## src/rtl/olab_pkg.sv

```systemverilog
`timescale 1ns / 1ps
// ----------------------------------------------------------------------------
// olab_pkg
// Shared constants for the linear RGB to OkLab pipeline: coefficient tables,
// internal widths and stage counts.
// ----------------------------------------------------------------------------
package olab_pkg;

  localparam int CHANNEL_BITS_DEF = 16;

  // Rescaled channel: unsigned fraction, 24 fraction bits, 1.0 reachable.
  localparam int CH_W    = 25;
  // Cone response: 40 fraction bits plus one integer bit.
  localparam int CONE_W  = 41;
  // Cube root: 20 fraction bits plus headroom.
  localparam int ROOT_W  = 22;
  localparam int REM_W   = 64;
  localparam int SQ_W    = 2 * ROOT_W;
  localparam int BIG_W   = SQ_W + 4;
  localparam int CBRT_STEPS = 22;

  // Lane stages: product, sum, then one per root digit.
  localparam int LANE_STAGES  = 2 + CBRT_STEPS;
  // Whole pipeline: channel register, lane stages, two merge stages.
  localparam int PIPE_STAGES  = 1 + LANE_STAGES + 2;

  localparam int LAB_COEF_W = 19;
  localparam int LAB_PROD_W = LAB_COEF_W + ROOT_W + 1;
  localparam int LAB_SUM_W  = LAB_PROD_W + 2;
  localparam int RND_W      = LAB_SUM_W - 20;

  localparam logic [15:0] CONE_COEF [3][3] = '{
    '{16'd27015, 16'd35149, 16'd3372},
    '{16'd13887, 16'd44610, 16'd7038},
    '{16'd5787,  16'd18463, 16'd41286}
  };

  localparam logic signed [LAB_COEF_W-1:0] LAB_COEF [3][3] = '{
    '{19'sd13792,  19'sd52011,   -19'sd267},
    '{19'sd129630, -19'sd159160, 19'sd29530},
    '{19'sd1698,   19'sd51300,   -19'sd52997}
  };

endpackage

```

## src/rtl/olab_merge.sv

```systemverilog
`timescale 1ns / 1ps
// ----------------------------------------------------------------------------
// olab_merge
// Combine the three lane roots through the second matrix, round to
// 16 fraction bits and clamp to the output ranges.
// ----------------------------------------------------------------------------
module olab_merge (
  input  logic                         clk,
  input  logic [olab_pkg::ROOT_W-1:0]  root [3],
  input  logic [1:0]                   en,
  output logic [15:0]                  lightness,
  output logic signed [16:0]           green_red_axis,
  output logic signed [16:0]           blue_yellow_axis
);
  import olab_pkg::*;

  logic signed [LAB_PROD_W-1:0] prod [3][3];
  logic signed [LAB_SUM_W-1:0]  sum  [3];
  logic signed [RND_W-1:0]      rnd  [3];

  always_ff @(posedge clk) begin
    if (en[0]) begin
      for (int i = 0; i < 3; i++) begin
        for (int j = 0; j < 3; j++) begin
          prod[i][j] <= LAB_PROD_W'(LAB_COEF[i][j])
                      * LAB_PROD_W'($signed({1'b0, root[j]}));
        end
      end
    end
  end

  always_comb begin
    for (int i = 0; i < 3; i++) begin
      sum[i] = LAB_SUM_W'(prod[i][0]) + LAB_SUM_W'(prod[i][1])
             + LAB_SUM_W'(prod[i][2]) + LAB_SUM_W'(1 << 19);
      rnd[i] = sum[i][LAB_SUM_W-1:20];
    end
  end

  always_ff @(posedge clk) begin
    if (en[1]) begin
      if (rnd[0] < 0) begin
        lightness <= '0;
      end else if (rnd[0] > RND_W'(65535)) begin
        lightness <= 16'hFFFF;
      end else begin
        lightness <= rnd[0][15:0];
      end
      if (rnd[1] < -RND_W'(32768)) begin
        green_red_axis <= -17'sd32768;
      end else if (rnd[1] > RND_W'(32768)) begin
        green_red_axis <= 17'sd32768;
      end else begin
        green_red_axis <= rnd[1][16:0];
      end
      if (rnd[2] < -RND_W'(32768)) begin
        blue_yellow_axis <= -17'sd32768;
      end else if (rnd[2] > RND_W'(32768)) begin
        blue_yellow_axis <= 17'sd32768;
      end else begin
        blue_yellow_axis <= rnd[2][16:0];
      end
    end
  end

endmodule

```

## config.mk

```make
export PLATFORM = sky130hd
export DESIGN_NAME = olab_merge
export DESIGN_NICKNAME = d
export VERILOG_FILES = /design/src/rtl/olab_pkg.sv /design/src/rtl/olab_merge.sv
export SDC_FILE = /design/constraint.sdc
export NUM_CORES = 2
export LEC_CHECK = 0
export ABC_AREA = 1
export BUFFER_PORTS_ARGS = -buffer_cell sky130_fd_sc_hd__buf_2
export CAP_MARGIN = 20
export CORE_MARGIN = 3
export CORE_UTILIZATION = 30
export DETAILED_ROUTE_END_ITERATION = 8
export SLEW_MARGIN = 15
export SYNTH_ARGS = -nofsm -noshare
export SYNTH_HDL_FRONTEND = slang
export SYNTH_SLANG_ARGS = --single-unit
export TNS_END_PERCENT = 5
```

## constraint.sdc

```tcl
create_clock -name clk -period 8.1 [get_ports clk]
set_input_delay 1.62 -clock clk [delete_from_list [all_inputs] [get_ports clk]]
set_output_delay 1.62 -clock clk [all_outputs]
set_load 0.05 [all_outputs]
```

After elaboration in Yosys (flattened, before gate mapping):

Memory sizes are Yosys's and may differ from the RTL's.
Index checks and enable logic that the tools add are counted.

* magnitude comparators: 6
* add/sub/neg operators: 9
* multiplexer cells: 5
* reduce and logical (&&, ||, !) cells: 2
* multiply operators: 9

Operator list (number)
* $add A43 B42 Y44: 3
* $add A44 B21 Y44 const B: 3
* $add A42 B42 Y43: 3
* $mul A16 B22 Y38 const A: 2
* $gt A24 B17 Y1 const B: 3
* $mul A14 B22 Y36 const A: 2
* $lt A24 B16 Y1 const B: 2
* $mul A17 B23 Y40 const A: 1
* $mul A16 B23 Y39 const A: 1
* $mux W17: 2
* $mul A10 B23 Y33 const A: 1
* $mul A10 B22 Y32 const A: 1
* $mul A9 B22 Y31 const A: 1
* $lt A24 B1 Y1 const B: 1
* $mux W16: 1
* $reduce_or A2 Y1: 2
* $mux W1: 2

* bits in registers: 50
* memories: 1
* RAM bits: 366
* logic and storage cells: 37
* input port bits: 69
* output and inout port bits: 50

Memory list
* prod: depth 3, bits a word 122, rd ports 3, clocked after Yosys merged registers in 0, write ports 3, line olab_merge.sv:17 `logic signed [LAB_PROD_W-1:0] prod [3][3];`

Depth between registers and ports, before layout:

An unclocked memory read counts as a cell.

* depth after elaboration: 6
* mapped depth: 26
* gate-level depth less buffers: 25

Worst setup path before layout:

No wires, ideal clock.

* kind: input -> register
* start point: input port root[5] (netlist bit)
* end point: memory prod[1][35] (netlist bit), data pin
* required time: 7.836 ns
* slack: 1.465 ns
* path buffers: 0
* stages on the path: 19
* data arrival time: 6.371 ns
* path through: inv_1 > fa_1 > inv_1 > fa_1 > inv_1 > fa_1 > fa_1 > fa_1 > inv_1 > fa_1 > ha_1 > nand2_1 > nor4_1 > nand4_1 > nand3_1 > nand2_1 > o211ai_1 > a31oi_1 > xor2_1

RTL lines
* start, declared: line olab_merge.sv:9 `input logic [olab_pkg::ROOT_W-1:0] root [3],`
* end, declared: line olab_merge.sv:17

==> results by group <==
Routing
  – Max layer used: met4
  – Drt first-iter violations: 3313
  – Detailed Routing Iterations Pass 1: 5
  – # DRC: 0
  – Wire length on met3: 8300 um
  – Vias per inst: 4.68
  – Vias: 50800
  – Final WL: 222000 um
  – WL met2: 103000 um
  – Metal-1 WL: 104000 um
  – ANT nets after route: 0
  – Routed len/inst: 20.5 um

Clocking
  – Hold_buf cts: 0
  – Post-CTS setup repair buffer count: 0
  – CTS Buf Count: 47
  – Clock tree root buffer cell: clkbuf_16
  – H-tree depth: 2
  – Sink Count: 360
  – Clk slew on worst S/H paths: 0.05 ns
  – Clock Latency Late Sink: 0.67 ns
  – PostCTS Resize Cnt: 0
  – CTS tree: done
  – Max Root-Sink Buffers: 3

Floorplanning
  – I/O Pins: 119
  – Num rows: 175
  – Die ar.: 235000 um2
  – Core area: 228000 um2
  – Die height: 485 um
  – Starting density of the core: 30.2%
  – Die W: 485 um

Setup path
  – Endpoint type of the worst setup path: flip-flop
  – Worst Path Arrival: 7.42 ns
  – Crit path launch type: input port
  – Critical Path RT: 8.47 ns
  – Worst r2r src: prod[0][41]
  – Origin of the worst setup path: root[28]
  – Max Fanout on Critical Path: 14
  – Setup CP Type: in2reg

Synth
  – Synth cell types: 52
  – Dominant synthesized flop cell: edfxtp_1
  – Fraction of registers with async set/reset: 0%
  – Synth Warn #: 0
  – Sequential area share after synthesis: 15.7%
  – Post-synth EDFFs: 360
  – Gate Count Post-Synth: 7606
  – Syn nets: 9948
  – Synth Cell Area: 68900 um2
  – Mean Syn Cell Area: 9.05 um2
  – Register bit total from synthesis: 360

GRT
  – Largest net degree at the start of global routing: 109
  – Vias in the first global route: 53500
  – Initial antenna violation count: 14
  – GR Util All Layers: 18.9%
  – Total grt overflow: 0
  – First-pass GRT wire length: 336000 um

STA
  – Setup TNS: 0 ns
  – Hold Vio Cnt, Final: 0
  – Fmax: 142 MHz
  – Clock period minus worst slack: 7.05 ns
  – Final period utilization: 87.1%
  – Max-slew headroom: 43.5%
  – Slew Limit Fails: 0
  – Worst Max-Slew Pin Slew: 0.847 ns
  – Setup WS post-layout: 1.05 ns
  – Worst Skew: 0.0267 ns
  – Finish-stage setup viols: 0
  – RSZ-0062 raised after global routing: no

Placed design
  – Placer's final routability congestion estimate: 0.975
  – DP HPWL: 199000 um
  – Port buffer count: 118
  – Pre-CTS WS: 0.542 ns

Worst hold path
  – Hold crit path type: reg2reg
  – HP Start: prod[2][41]

Cells and area
  – Most used cells in the layout excluding fill and tap cells: inv_1 (2014), ha_1 (1333), nand2_1 (1011)
  – Core Util, Final: 33.0%
  – Layout cells sized above 1: 3.89%
  – Most common cell after layout, fill and taps aside: inv_1
  – Area growth syn-to-layout: 9.05%
  – Nets: 10100

Outcome
  – Status: finished clean

Job
  – Maxcap violations: 0
-- kinds of logic (layout without fill, tap and decap cells) --
kind of cell | count (synthesis) | in the layout | share of synthesized area (%)
compound gates | 833 | 833 | 6.77
xor+xnor | 314 | 314 | 3.99
fa+ha+maj | 2273 | 2273 | 51.6
buf+inv | 2026 | 2253 | 11.1
flops | 360 | 360 | 15.7
other cells | 0 | 8 | 0
simple gates | 1800 | 1800 | 10.9
-- cell usage after synthesis, drive strengths merged (2+ instances only) --
cell / number / area [um2]
a21boi: 14 / 105
a221oi: 6 / 52.6
nor3b: 2 / 20.0
nand3b: 6 / 45.0
nor2: 444 / 1780
nor3: 50 / 255
o21bai: 35 / 263
edfxtp: 360 / 10800
o22ai: 2 / 12.5
xnor2: 93 / 815
nand4: 49 / 307
nand3: 194 / 1020
o21a: 22 / 165
and2: 2 / 12.5
o211ai: 11 / 82.6
o31ai: 3 / 22.5
o221ai: 7 / 61.3
fa: 940 / 18800
or2: 8 / 50.1
a21oi: 435 / 2190
o2111ai: 8 / 70.1
xor2: 221 / 1940
and3: 4 / 25.0
nand2: 1024 / 3880
o21ai: 210 / 1060
a21o: 41 / 308
inv: 2018 / 7570
clkbuf: 4 / 15.0
a31oi: 22 / 138
a211oi: 13 / 97.6
ha: 1333 / 16700
nor4: 17 / 113
buf: 3 / 33.8
-- registers in the layout (all words and copies together), names as in the netlist --
register          count
green_red_axis       17
prod                310
blue_yellow_axis     17
lightness            16
-- worst max-delay path: stages --
cell      delay (ns)
buf_2           0.41
inv_1           0.19
ha_1            0.32
inv_1           0.14
fa_1            0.46
fa_1            0.38
inv_1           0.10
fa_1            0.44
fa_1            0.50
inv_1           0.05
fa_1            0.48
inv_1           0.05
ha_1            0.35
nand2_1         0.10
inv_1           0.08
nand3_1         0.07
nor3_1          0.37
nand2_1         0.12
o211ai_1        0.48
nand3_1         0.13
nand2_1         0.12
a21oi_1         0.10
o21ai_0         0.23
xor2_1          0.13
-- final cells by class --
cell class | count | area (um2)
Fill cell | 23700 | 153000
Antenna cell | 8 | 20.0
Sequential cell | 360 | 10800
Timing Repair Buffer | 148 | 838
Clock inverter | 33 | 459
Tap cell | 3009 | 3760
Inverter | 2019 | 7580
Multi-Input combinational cell | 5220 | 50400
Clock buffer | 53 | 1200
-- final timing paths --
path | to | slack, ns | depth (start not counted)
setup / recovery | prod[1][82] | 1.05 | 24
hold / removal | blue_yellow_axis[15] | 0.93 | 3
setup reg to reg | lightness[9] | 3.84 | 15
hold reg to reg | blue_yellow_axis[15] | 0.93 | 3
-- stage by stage --
step	hold slack (ns)	cell area, um2	cells
after floorplan	0.749	68900	7606
after global placement	0.924	73400	10800
after detailed placement	0.928	73400	10800
after CTS	0.944	75100	10800
after global routing	0.995	75100	10800
final	0.935	75100	10900
-- metal layers --
layer  vias to the layer above  global-route usage (%)
li1                      24400                       -
met1                     25200                    26.4
met2                      1110                    31.3
met3                       195                    1.62
met4                         0                    5.49
met5                         -                       0
Power is left out: the tool's default activity adds up to more than one toggle a clock period on the data nets, which glitch-free logic cannot reach.
