==> src/rtl/olab_pkg.sv <==
`timescale 1ns / 1ps
// ----------------------------------------------------------------------------
// olab_pkg
// Shared constants for the linear RGB to OkLab pipeline: coefficient tables,
// internal widths and stage counts.
// ----------------------------------------------------------------------------
package olab_pkg;

  localparam int CHANNEL_BITS_DEF = 16;

  // Rescaled channel: unsigned fraction, 24 fraction bits, 1.0 reachable.
  localparam int CH_W    = 25;
  // Cone response: 40 fraction bits plus one integer bit.
  localparam int CONE_W  = 41;
  // Cube root: 20 fraction bits plus headroom.
  localparam int ROOT_W  = 22;
  localparam int REM_W   = 64;
  localparam int SQ_W    = 2 * ROOT_W;
  localparam int BIG_W   = SQ_W + 4;
  localparam int CBRT_STEPS = 22;

  // Lane stages: product, sum, then one per root digit.
  localparam int LANE_STAGES  = 2 + CBRT_STEPS;
  // Whole pipeline: channel register, lane stages, two merge stages.
  localparam int PIPE_STAGES  = 1 + LANE_STAGES + 2;

  localparam int LAB_COEF_W = 19;
  localparam int LAB_PROD_W = LAB_COEF_W + ROOT_W + 1;
  localparam int LAB_SUM_W  = LAB_PROD_W + 2;
  localparam int RND_W      = LAB_SUM_W - 20;

  localparam logic [15:0] CONE_COEF [3][3] = '{
    '{16'd27015, 16'd35149, 16'd3372},
    '{16'd13887, 16'd44610, 16'd7038},
    '{16'd5787,  16'd18463, 16'd41286}
  };

  localparam logic signed [LAB_COEF_W-1:0] LAB_COEF [3][3] = '{
    '{19'sd13792,  19'sd52011,   -19'sd267},
    '{19'sd129630, -19'sd159160, 19'sd29530},
    '{19'sd1698,   19'sd51300,   -19'sd52997}
  };

endpackage

==> src/rtl/olab_rescale.sv <==
`timescale 1ns / 1ps
// ----------------------------------------------------------------------------
// olab_rescale
// Rescale one channel of full scale 2^N-1 to a 24-fraction-bit value,
// rounded to nearest, by folding the division by 2^N-1.
// ----------------------------------------------------------------------------
module olab_rescale #(
  parameter int CHANNEL_BITS = olab_pkg::CHANNEL_BITS_DEF
) (
  input  logic [CHANNEL_BITS-1:0] level,
  output logic [olab_pkg::CH_W-1:0] scaled
);
  import olab_pkg::*;

  localparam int N     = CHANNEL_BITS;
  localparam int MW    = N + 26;
  localparam int FOLDS = (25 + N - 1) / N + 2;
  localparam logic [MW-1:0] FULL = {{(MW-N){1'b0}}, {N{1'b1}}};

  always_comb begin
    logic [MW-1:0] m;
    logic [MW-1:0] q;
    logic [MW-1:0] hi;
    m = ({{(MW-N){1'b0}}, level} << 24) + (FULL >> 1);
    q = '0;
    // n = a*2^N + b = a*F + (a + b): accumulate a, keep folding the rest
    for (int k = 0; k < FOLDS; k++) begin
      hi = m >> N;
      q  = q + hi;
      m  = hi + (m & FULL);
    end
    if (m >= FULL) begin
      q = q + 1'b1;
    end
    scaled = q[CH_W-1:0];
  end

endmodule

==> config.mk <==
export PLATFORM = sky130hd
export DESIGN_NAME = olab_rescale
export DESIGN_NICKNAME = d
export VERILOG_FILES = /design/src/rtl/olab_pkg.sv /design/src/rtl/olab_rescale.sv
export SDC_FILE = /design/constraint.sdc
export NUM_CORES = 1
export LEC_CHECK = 0
export BUFFER_PORTS_ARGS = -buffer_cell sky130_fd_sc_hd__buf_2
export CAP_MARGIN = 15
export CORE_MARGIN = 2
export CORE_UTILIZATION = 60
export DETAILED_ROUTE_END_ITERATION = 16
export GPL_ROUTABILITY_DRIVEN = 1
export PLACE_DENSITY = 0.85
export SLEW_MARGIN = 20
export SYNTH_ARGS = -nofsm -noshare
export SYNTH_HDL_FRONTEND = slang
export SYNTH_SLANG_ARGS = --single-unit
==> constraint.sdc <==
create_clock -name vclk -period 17.5
set_clock_uncertainty 0.15 [all_clocks]
set_input_delay 0.875 -clock vclk [all_inputs]
set_output_delay 0.875 -clock vclk [all_outputs]
set_load 0.005 [all_outputs]
After elaboration in Yosys (flattened, before gate mapping)
Cells that the tools add are included.
{ "totals": {"output_inout_bits": 25, "memories": 0, "ram_bits": 0, "mem_bits_ro": 0, "latch_bits": 0, "input_bits": 16, "ff_bits": 0, "word_cells": 11} }
{ "classes": {"n_eq_ne": 0, "magnitude_cmp": 1, "n_div": 0, "reduce_logical": 0, "shifts": 0, "n_bitwise": 0, "muxes": 1, "mul": 0, "add_sub_neg": 9} }
{ "ops": {"columns": ["cell", "n"], "rows": [
  ["$add 26x16->27", 2],
  ["$ge 42x16->1 const B", 1],
  ["$add 40x15->41 const B", 1],
  ["$add 25x16->26", 1],
  ["$add 25x1->25", 1],
  ["$add 25x1->25 const B", 1],
  ["$add 25x10->25", 1],
  ["$add 25x11->25", 1],
  ["$mux 25", 1],
  ["$add 10x16->17", 1]
]} }

Logic depth before layout (Yosys ltp)
Gate-level depths: netlist (run 1).
{ "depth": {"word_depth": 7, "depth_mapped": 29, "ltp_nobuf": 27} }

Least setup slack after synthesis (run 1)
Ideal clock, no wire load.
{ "synth_path": {"path_type": "input to output", "from": "input port level[1]", "to": "output port scaled[9] in the netlist's numbering", "path_buffers": 2, "slack_ps": 9887, "path_stages": 29, "t_arrival_ps": 6588, "required_time_ps": 16475, "path_cell_list": "buf_6 -> inv_1 -> ha_1 -> or3b_1 -> nor2_1 -> nor2_1 -> ha_1 -> buf_1 -> o21bai_1 -> nor2_1 -> nand2_1 -> nor4_1 -> and3b_1 -> ha_1 -> ha_1 -> o21ai_0 -> a2111o_1 -> nor2_1 -> ha_1 -> ha_1 -> nand2_1 -> nor4b_1 -> mux2i_1 -> and3_1 -> a2111oi_0 -> o2111ai_1 -> nor3_2 -> nand3_1 -> xnor2_1"} }
{ "synth_between": {"elab_chain_cells": 7, "word_cells_on_any_way": 11, "classes_between": "add/sub: 9; order compare: 1; mux: 1"} }
{ "synth_lines": {"columns": ["element", "line_no", "rtl"], "rows": [
  ["start, declared", "olab_rescale.sv:10", "input logic [CHANNEL_BITS-1:0] level,"],
  ["$add 40x15->41 (*)", "olab_rescale.sv:24", "m = ({{(MW-N){1'b0}}, level} << 24) + (FULL >> 1);"],
  ["$add 25x16->26", "olab_rescale.sv:30", "m = hi + (m & FULL);"],
  ["$add 25x10->25 or $add 10x16->17 (tied branches)", "olab_rescale.sv:29, olab_rescale.sv:30", null],
  ["$add 25x1->25 or $add 26x16->27 (tied branches)", "olab_rescale.sv:29, olab_rescale.sv:30", null],
  ["$add 25x11->25 or $add 26x16->27 (tied branches)", "olab_rescale.sv:29, olab_rescale.sv:30", null],
  ["$add 25x1->25 or $ge 42x16->1 (tied branches)", "olab_rescale.sv:33, olab_rescale.sv:32", null],
  ["$mux 25 (*)", "olab_rescale.sv:32", "if (m >= FULL) begin"],
  ["end, declared", "olab_rescale.sv:11", "output logic [olab_pkg::CH_W-1:0] scaled"]
]} }
Mark *: on every way between the ends. The rest lies on a longest branch, timed or not.

Worst setup path after layout (run 1)
{ "layout_path": {"from": "input port level[5]", "to": "output port scaled[9] in the netlist's numbering"} }
{ "layout_between": {"elab_chain_cells": 7, "word_cells_on_any_way": 11, "classes_between": "add/sub: 9; order compare: 1; mux: 1"} }
{ "layout_lines": {"columns": ["element", "line_no"], "rows": [
  ["$add 40x15->41 (*)", "olab_rescale.sv:24"],
  ["$add 25x16->26 (*)", "olab_rescale.sv:30"],
  ["$add 25x10->25 or $add 10x16->17 (tied branches)", "olab_rescale.sv:29, olab_rescale.sv:30"],
  ["$add 25x1->25 or $add 26x16->27 (tied branches)", "olab_rescale.sv:29, olab_rescale.sv:30"],
  ["$add 25x11->25 or $add 26x16->27 (tied branches)", "olab_rescale.sv:29, olab_rescale.sv:30"],
  ["$add 25x1->25 or $ge 42x16->1 (tied branches)", "olab_rescale.sv:33, olab_rescale.sv:32"],
  ["$mux 25 (*)", "olab_rescale.sv:32"]
]} }
Marked as above.

==> metrics.md, run 1 <==
| Metric | Value |
|---|---|
| DRC | 0 |
| Routed Antenna Nets | 0 |
| Layout clock buffer count | 0 |
| Clock network power share | 0% |
| WL met3 | 590 microns |
| Final Net Count | a little under 400 |
| Slew HR | around 43% |
| Sequential share of power | 0% |
| Diode count | 0 |
| Setup crit end kind | primary output |
| First-pass GRT wire length | ~12 mm |
| Worst setup path startpoint | level[5] |
| Gr ovfl total | 0 |
| Leading area contributor after synthesis | xnor2_1 |
| Maxcap violations | 0 |
| DP HPWL | 5.629 mm |
| Combinational share of power | 100.0% |
| Cell Area, Synth | 2367 sq um |
| Measured slew at the worst slew-check pin | 0.8475 ns |
| Die X | 66.81 microns |
| Rows | 22 |
| Wire per inst | 17.00 microns |
| Post-CTS Setup Bufs | 0 |
| Top post-synthesis cells by count | xnor2_1 (33), nor2_1 (29), nand2_1 (28), nand3_1 (18), xor2_1 (16) |
| Worst path arrival time | 8.10 ns |
| Avg Inst Size Synth | 7.025 sq um |
| Switching share of power | 62.25% |
| Area grow syn2layout | 7.030% |
| Switching power | 0.00003245 W |
| Worst VDD drop | approximately 0.016 mV |
| M1 wire length | 3.059 mm |
| FF/Latch Area | 0 sq um |
| Ranking of synthesized cells by area | xnor2_1 (12%), ha_1 (6.3%), xor2_1 (5.9%), nor2_1 (4.6%), nand2_1 (4.4%) |
| Chip Height | approximately 67 microns |
| Number of DRC markers in iteration 0 | 262 |
| Initial antenna violation count | 0 |
| Min Hold Slack | 1.926 ns |
| Pint | between 0.000015 and 0.00002 W |
| Top cell type's share of synthesized area | 12.21% |
| Fmax achieved | 0.1096 GHz |
| Crit-path max FO | 12 |
| Required time worst endpoint | 16.48 ns |
| Most common cell in the netlist | xnor2_1 |
| Die Area | roughly 4500 sq um |
| Fin Setup TNS | 0 ns |
| Pleak | 0.9210 nW |
| Hold_sp | level[15] |
| Synthesized Nets | 365 |
| Initial Utilization | 63.70% |
| Design Power | 0.00005213 W |
| Final Slew Violations | 0 |
| Met2 routed WL | 3.091 mm |
| Vias in the first global route | about 2600 |
| Largest net degree at the start of global routing | 14 |
| Synth cell types | 73 |
| Worst setup SP type | primary input |
| Post-cts gate resize count | 0 |
| Post-route cell area | 2534 sq um |
| WL final | ~6.9 mm |
| Instance count of the mapped netlist | between 300 and 400 |
| Register area share after synthesis | 0% |
| Power Dens Cells | 20.57 nW/um^2 |
| Port Buf Inserts | 41 |
| Tot GR Track Use | 32.85% |
| Layout cell share with drive strength beyond 1 | 17.83% |
| Routability Congestion | between 0.9 and 1 |
| Hold Crit Class | primary input to primary output |
| Fin. Hold Viols | 0 |
| Cts hold-fix bufs | 0 |
| Core box area | 3716 sq um |
| Status | finished, final reports clean |
| Final setup fails | 0 |
| Critical path class | primary input to primary output |
| Dpl cell area | 2534 sq um |
| # fillers | 345 |
| Unrepaired setup endpoints after global routing | no |
| Final Cycle Share | 52.14% |
| Sequential cell count | 0 |
| Tmin final | slightly above 9 ns |
| Area taken by multi-input logic gates | 2235 sq um |
| Yosys warns | 0 |
| Highest routed layer | met4 |
| I/O pin total | 41 |
| Via Count | 2764 |
| Average via count per standard cell | between 6 and 7 |
| DRT Pass-1 Iters | 6 |
## worst paths after layout
kind	endpoint	slack, ns	cells past startpoint
max	scaled[9]	8.38	27
min	scaled[23]	1.93	3
## cell usage in the layout, fill, tap and decap left out, types with 4 or more instances in the layout
master	instances
inv_1	9
and2_1	4
o31ai_1	4
or2_2	4
nor3_1	15
o211ai_1	4
o21ai_0	9
o2111ai_1	4
ha_1	12
or3_1	4
and3_1	8
a21o_1	5
nor2_1	29
nand3_1	18
buf_2	41
nand2_1	28
a211oi_1	5
a31oi_1	4
a21oi_1	10
xor2_1	16
xnor2_1	33
a2111oi_0	4
nor4_1	7
nand4_1	9
a22oi_1	4
## layout make-up
| cell class | instances | area share (%) |
|---|---|---|
| inverter | 9 | 1.333 |
| multi-input combinational | 309 | 88.20 |
| tap | 48 | 2.370 |
| timing repair buffer | 41 | 8.099 |
## metal layers
metal	GRT usage, %	vias to the layer above
li1	-	1336
met1	43.84	1291
met2	55.00	119
met3	4.561	18
met4	8.673	0
met5	0	-
## cell families (layout without fill, tap and decap cells)
logic type,count (synthesis),count (layout),synth area share (%)
mux,5,5,2.325
compound gates,88,88,29.07
fa+ha+maj,12,12,6.342
buf+inv,28,50,5.602
simple gates,152,152,35.94
xor+xnor,52,52,20.72
## metrics by stage
stage          util (%)  instances  setup WS [ns]
5_1_grt           68.18        407          7.759
6_report          68.18        407          8.375
2_1_floorplan         -        337          9.887
4_1_cts           68.18        407          8.507
3_5_place_dp      68.18        407          8.547
3_3_place_gp      68.18        407          8.719
## worst max-delay path, stage by stage
cell and delay (ns):
buf_2 0.16, nor3_2 0.67, nand2_1 0.26, and3_1 0.27
xnor2_1 0.41, ha_1 0.37, nand3_1 0.29, a21oi_2 0.34
and3_1 0.26, and3b_1 0.23, ha_1 0.20, ha_1 0.24
o21ai_0 0.13, a2111o_1 0.27, nor2_1 0.13, ha_1 0.24
ha_1 0.29, nand2_1 0.07, nor4_1 0.28, mux2i_1 0.12
and3_1 0.16, a2111oi_0 0.39, o2111ai_1 0.41, nor3_2 0.52
nand3_1 0.18, xnor2_1 0.17, buf_2 0.13
## power by group through the flow
| stage | sequential, W | combinational [W] | clock (W) |
|---|---|---|---|
| 2_1_floorplan | 0 | 0.0000380 | 0 |
| 3_3_place_gp | 0 | 0.0000506 | 0 |
| 3_5_place_dp | 0 | 0.0000507 | 0 |
| 4_1_cts | 0 | 0.0000510 | 0 |
| 5_1_grt | 0 | 0.0000572 | 0 |
| 6_report | 0 | 0.0000521 | 0 |
No activity file was read; power rests on OpenSTA's default activity.
==> run 2: changes to the inputs <==
--- a/config.mk
+++ b/config.mk
@@ -8,10 +8,10 @@
 export BUFFER_PORTS_ARGS = -buffer_cell sky130_fd_sc_hd__buf_2
 export CAP_MARGIN = 15
 export CORE_MARGIN = 2
-export CORE_UTILIZATION = 60
+export CORE_UTILIZATION = 55
 export DETAILED_ROUTE_END_ITERATION = 16
 export GPL_ROUTABILITY_DRIVEN = 1
-export PLACE_DENSITY = 0.85
+export PLACE_DENSITY = 0.82
 export SLEW_MARGIN = 20
 export SYNTH_ARGS = -nofsm -noshare
 export SYNTH_HDL_FRONTEND = slang
==> constraint.sdc (replaced) <==
create_clock -name vclk -period 7.8
set_clock_uncertainty 0.15 [all_clocks]
set_input_delay 0.39 -clock vclk [all_inputs]
set_output_delay 0.39 -clock vclk [all_outputs]
set_load 0.005 [all_outputs]
==> metrics.md, run 2 (synthesis gave the netlist of run 1 again) <==
| Metric | Value |
|---|---|
| Measured slew at the worst slew-check pin | 0.7137 ns |
| Vias in the first global route | roughly 2500 |
| Core box area | a little over 4000 sq um |
| Routability Congestion | 1.086 |
| Initial antenna violation count | 0 |
| Clock network power share | 0% |
| Rows | 23 |
| Placed cell count | 417 |
| Die X | around 70 microns |
| Fmax achieved | 0.1375 GHz |
| Slew HR | 51.19% |
| Commonest non-fill, non-tap cells in the layout | buf_2 (41), xnor2_1 (33), nor2_1 (28), nand2_1 (28), nand3_1 (18) |
| I/O pin total | 41 |
| Sequential cell count | 0 |
| Fin. Hold Viols | 0 |
| Post-layout util | between 60% and 70% |
| Worst setup SP type | primary input |
| DRT Pass-1 Iters | 5 |
| Pleak | between 0.9 and 1 nW |
| Setup crit end kind | primary output |
| Final Slew Violations | 0 |
| Switching share of power | 61.66% |
| Commonest non-fill, non-tap cell in the layout | buf_2 |
| Crit-path max FO | 7 |
| Combinational share of power | 100.0% |
| Post-Layout Cell Count | 420 |
| Initial Utilization | 58.34% |
| WL final | ~7.2 mm |
| Layout cell share with drive strength beyond 1 | 21.62% |
| Dpl cell area | 2596 sq um |
| Fin Setup TNS | 0 ns |
| DP HPWL | 5.654 mm |
| Via Count | between 2000 and 3000 |
| Pint | ~0.000047 W |
| Critical path class | primary input to primary output |
| Crit path top cell by count | ha_1 |
| Worst path slowest cell | a2111o_1 |
| First-pass GRT wire length | 11.65 mm |
| Gr ovfl total | 0 |
| Post-route cell area | 2643 sq um |
| Min Hold Slack | 0.9552 ns |
| Area grow syn2layout | 11.63% |
| Tmin final | 7.275 ns |
| Hold Crit Class | primary input to primary output |
| Maxcap violations | 0 |
| Average via count per standard cell | 6.852 |
| Diode count | 0 |
| Cts hold-fix bufs | 0 |
| Tot GR Track Use | ~28% |
| Required time worst endpoint | 7.26 ns |
| Layout clock buffer count | 0 |
| Final setup fails | 0 |
| Power Dens Cells | about 46 nW/um^2 |
| Port Buf Inserts | 41 |
| Wire per inst | 17.16 microns |
| Worst path arrival time | 6.73 ns |
| # fillers | 361 |
| Sequential share of power | 0% |
| Status | finished, final reports clean |
| Routed Antenna Nets | 0 |
| FF/Latch Area | 0 sq um |
| WP buf/inv | 5 |
| Worst VDD drop | 0.02884 mV |
| Largest net degree at the start of global routing | 14 |
| Final Cycle Share | 93.26% |
| Chip Height | 69.61 microns |
| Area taken by multi-input logic gates | 2258 sq um |
| Final Net Count | 400 |
| Die Area | 4845 sq um |
| DRC | 0 |
| Number of DRC markers in iteration 0 | 373 |
| CP peak stage delay | approximately 0.5 ns |
| Kind of cell adding the most delay to the critical path | compound AO/OA/AOI/OAI gates |
| Switching power | 0.00007529 W |
[run 2: worst min-delay path: cells and delay by family]
family                 cells  cell delay, ns
XOR/XNOR                   1            0.07
buffers and inverters      2            0.26
[run 2: path summary, 6_finish.rpt]
path,startpoint,endpoint,slack (ns),cells after the start
max,level[0],scaled[8],0.53,29
min,level[15],scaled[23],0.96,3
[run 2: what timing repair did]
item | 4_1_cts | 5_1_grt
setup endpoints to repair | 0 | 15
resized for setup | 0 | 6
setup buffers | 0 | 3
[run 2: power by group through the flow]
stage | registers [W] | logic (W) | clock network [W]
floorplan | 0 | 0.0000852 | 0
global placement | 0 | 0.000116 | 0
detailed placement | 0 | 0.000117 | 0
CTS | 0 | 0.000117 | 0
global route | 0 | 0.000133 | 0
finish | 0 | 0.000122 | 0
[run 2: per-stage QoR]
| stage | power (W) | setup WS (ns) |
|---|---|---|
| 6_report | 0.0001221 | 0.5255 |
| 5_1_grt | 0.0001330 | -0.02868 |
| 4_1_cts | 0.0001172 | 0.3185 |
| 3_5_place_dp | 0.0001165 | 0.3290 |
| 3_3_place_gp | 0.0001157 | 0.6518 |
| 2_1_floorplan | 0.00008525 | 1.157 |
[run 2: per-layer routing]
layer	up-vias	routed length, microns	part of all wire [%]	GRT usage (%)
met2	159	3300	46	45.41
li1	1350	-	-	-
met4	0	180	2.5	6.754
met3	26	604	8.4	2.180
met1	1343	3121	43	40.03
met5	-	0	0	0
[run 2: area by class of cell]
type               count  area share, %
well taps             50          2.367
multi-input cells    309          85.46
repair buffers        52          10.89
inverters              9          1.278
==> run 3: changes to the inputs <==
--- a/config.mk
+++ b/config.mk
@@ -8,11 +8,12 @@
 export BUFFER_PORTS_ARGS = -buffer_cell sky130_fd_sc_hd__buf_2
 export CAP_MARGIN = 15
 export CORE_MARGIN = 2
-export CORE_UTILIZATION = 55
+export CORE_UTILIZATION = 53
 export DETAILED_ROUTE_END_ITERATION = 16
 export GPL_ROUTABILITY_DRIVEN = 1
-export PLACE_DENSITY = 0.82
+export PLACE_DENSITY = 0.79
 export SLEW_MARGIN = 20
 export SYNTH_ARGS = -nofsm -noshare
 export SYNTH_HDL_FRONTEND = slang
 export SYNTH_SLANG_ARGS = --single-unit
+export TNS_END_PERCENT = 50
==> metrics.md, run 3 (synthesis gave the netlist of run 1 again) <==
| Metric | Value |
|---|---|
| Final setup margin | slightly below 0.5 ns |
| DP Worst Slack | 0.4414 ns |
| Unrepaired setup endpoints after global routing | no |
| Vias in the first global route | 2558 |
| Combinational share of power | 100.0% |
| Critical path class | primary input to primary output |
| Sequential share of power | 0% |
| FF/Latch Area | 0 sq um |
| Slew HR | 40.72% |
| Tot GR Track Use | roughly 29% |
| Commonest non-fill, non-tap cell in the layout | buf_2 |
| Area grow syn2layout | 10.89% |
| Initial Utilization | 54.75% |
| Die X | 70.83 microns |
| Fin. Hold Viols | 0 |
| Layout clock buffer count | 0 |
| Final setup fails | 0 |
| Worst path arrival time | 6.77 ns |
| GR Util met1 | 39.09% |
| Maxcap violations | 0 |
| DRC | 0 |
| Pleak | 0.9689 nW |
| Final Net Count | 398 |
| Fmax achieved | 0.1368 GHz |
| Rows | 24 |
| Hold Crit Class | primary input to primary output |
| M2 GR Usage | 49.64% |
| Setup crit end kind | primary output |
| Routability Congestion | 1.096 |
| Fin Setup TNS | 0 ns |
| DP HPWL | 5.853 mm |
| Post-layout util | 60.71% |
| WL final | between 7 and 8 mm |
| Cts hold-fix bufs | 0 |
| Worst VDD drop | 0.03369 mV |
| I/O pin total | 41 |
| Switching share of power | between 60 and 70% |
| Routed Antenna Nets | 0 |
| Final Slew Violations | 0 |
| Crit-path max FO | 10 |
| Port Buf Inserts | 41 |
| Largest net degree at the start of global routing | 14 |
| Switching power | 0.00007524 W |
| Final Cycle Share | approximately 94% |
| Die Area | 5017 sq um |
| Tmin final | 7.309 ns |
| Wire per inst | approximately 17 microns |
| Chip Height | 70.83 microns |
| DRT Pass-1 Iters | 5 |
| Met3 Use GR | 1.282% |
| Required time worst endpoint | slightly above 7 ns |
| Power Dens Cells | about 46 nW/um^2 |
| Busiest metal layer after global routing | met2 |
| Core box area | 4324 sq um |
| Clock network power share | 0% |
| Number of DRC markers in iteration 0 | around 360 |
| Initial antenna violation count | 0 |
| Via Count | 2819 |
| Min Hold Slack | 0.9505 ns |
| Diode count | 0 |
| Pint | about 0.000046 W |
| Status | finished, final reports clean |
| Commonest non-fill, non-tap cells in the layout | buf_2 (41), xnor2_1 (33), nor2_1 (28), nand2_1 (28), nand3_1 (18) |
| First-pass GRT wire length | roughly 12 mm |
| Sequential cell count | 0 |
| Worst setup SP type | primary input |
| Layout cell share with drive strength beyond 1 | 20.65% |
| Measured slew at the worst slew-check pin | 0.8668 ns |
| Average via count per standard cell | 6.712 |
| Gr ovfl total | 0 |
[run 3: cell types whose count changed in the layout (fill, tap and decap cells not counted), sizes merged]
cell / before / now
buf: 52 / 50
[run 3: routing by layer]
metal	share of wire [%]	wire length (microns)
met5	0	0
met4	1.9	138
met3	7.2	525
met2	47	3465
met1	44	3186
[run 3: power groups by stage]
stage	Clock, W	Combinational (W)	Sequential (W)
floorplan	0	0.0000852	0
global placement	0	0.000116	0
detailed placement	0	0.000117	0
CTS	0	0.000118	0
global route	0	0.000131	0
finish	0	0.000122	0
[run 3: metrics by stage]
stage                      power (W)  instance area [sq um]  cells
after detailed placement   0.0001169                   2591    418
after global routing       0.0001312                   2625    420
final                      0.0001215                   2625    420
after floorplan           0.00008525                   2367    337
after global placement     0.0001159                   2591    418
after CTS                  0.0001176                   2591    418
[run 3: critical path: stages]
cell       delay [ns]
buf_2            0.16
inv_1            0.09
ha_1             0.25
or3b_1           0.42
nor2_1           0.19
nor2_1           0.11
ha_2             0.44
o21bai_1         0.11
nor2_1           0.14
nand2_1          0.13
nor4_1           0.37
and3b_1          0.26
ha_1             0.18
ha_1             0.23
o21ai_0          0.15
a2111o_1         0.43
nor2_2           0.21
ha_1             0.19
ha_1             0.20
nor2b_1          0.19
nand4_1          0.11
and3_1           0.21
a2111oi_1        0.47
o2111ai_2        0.34
buf_4            0.25
buf_4            0.14
mux2_2           0.26
buf_2            0.12
[run 3: final cells by class]
type	count	area, sq um
multi-input combinational	309	2253
timing repair buffer	50	272.8
fill	412	1699
inverter	9	33.78
tap	52	65.06
[run 3: path summary, 6_finish.rpt]
| kind | start | to | depth (start not counted) |
|---|---|---|---|
| worst max-delay path | level[1] | scaled[1] | 28 |
| worst min-delay path | level[15] | scaled[23] | 3 |
[run 3: repair_timing]
| item | in CTS | in global routing |
|---|---|---|
| resized for setup | 0 | 5 |
| buffers inserted | 0 | 2 |
| endpoints found under the setup margin | 0 | 13 |
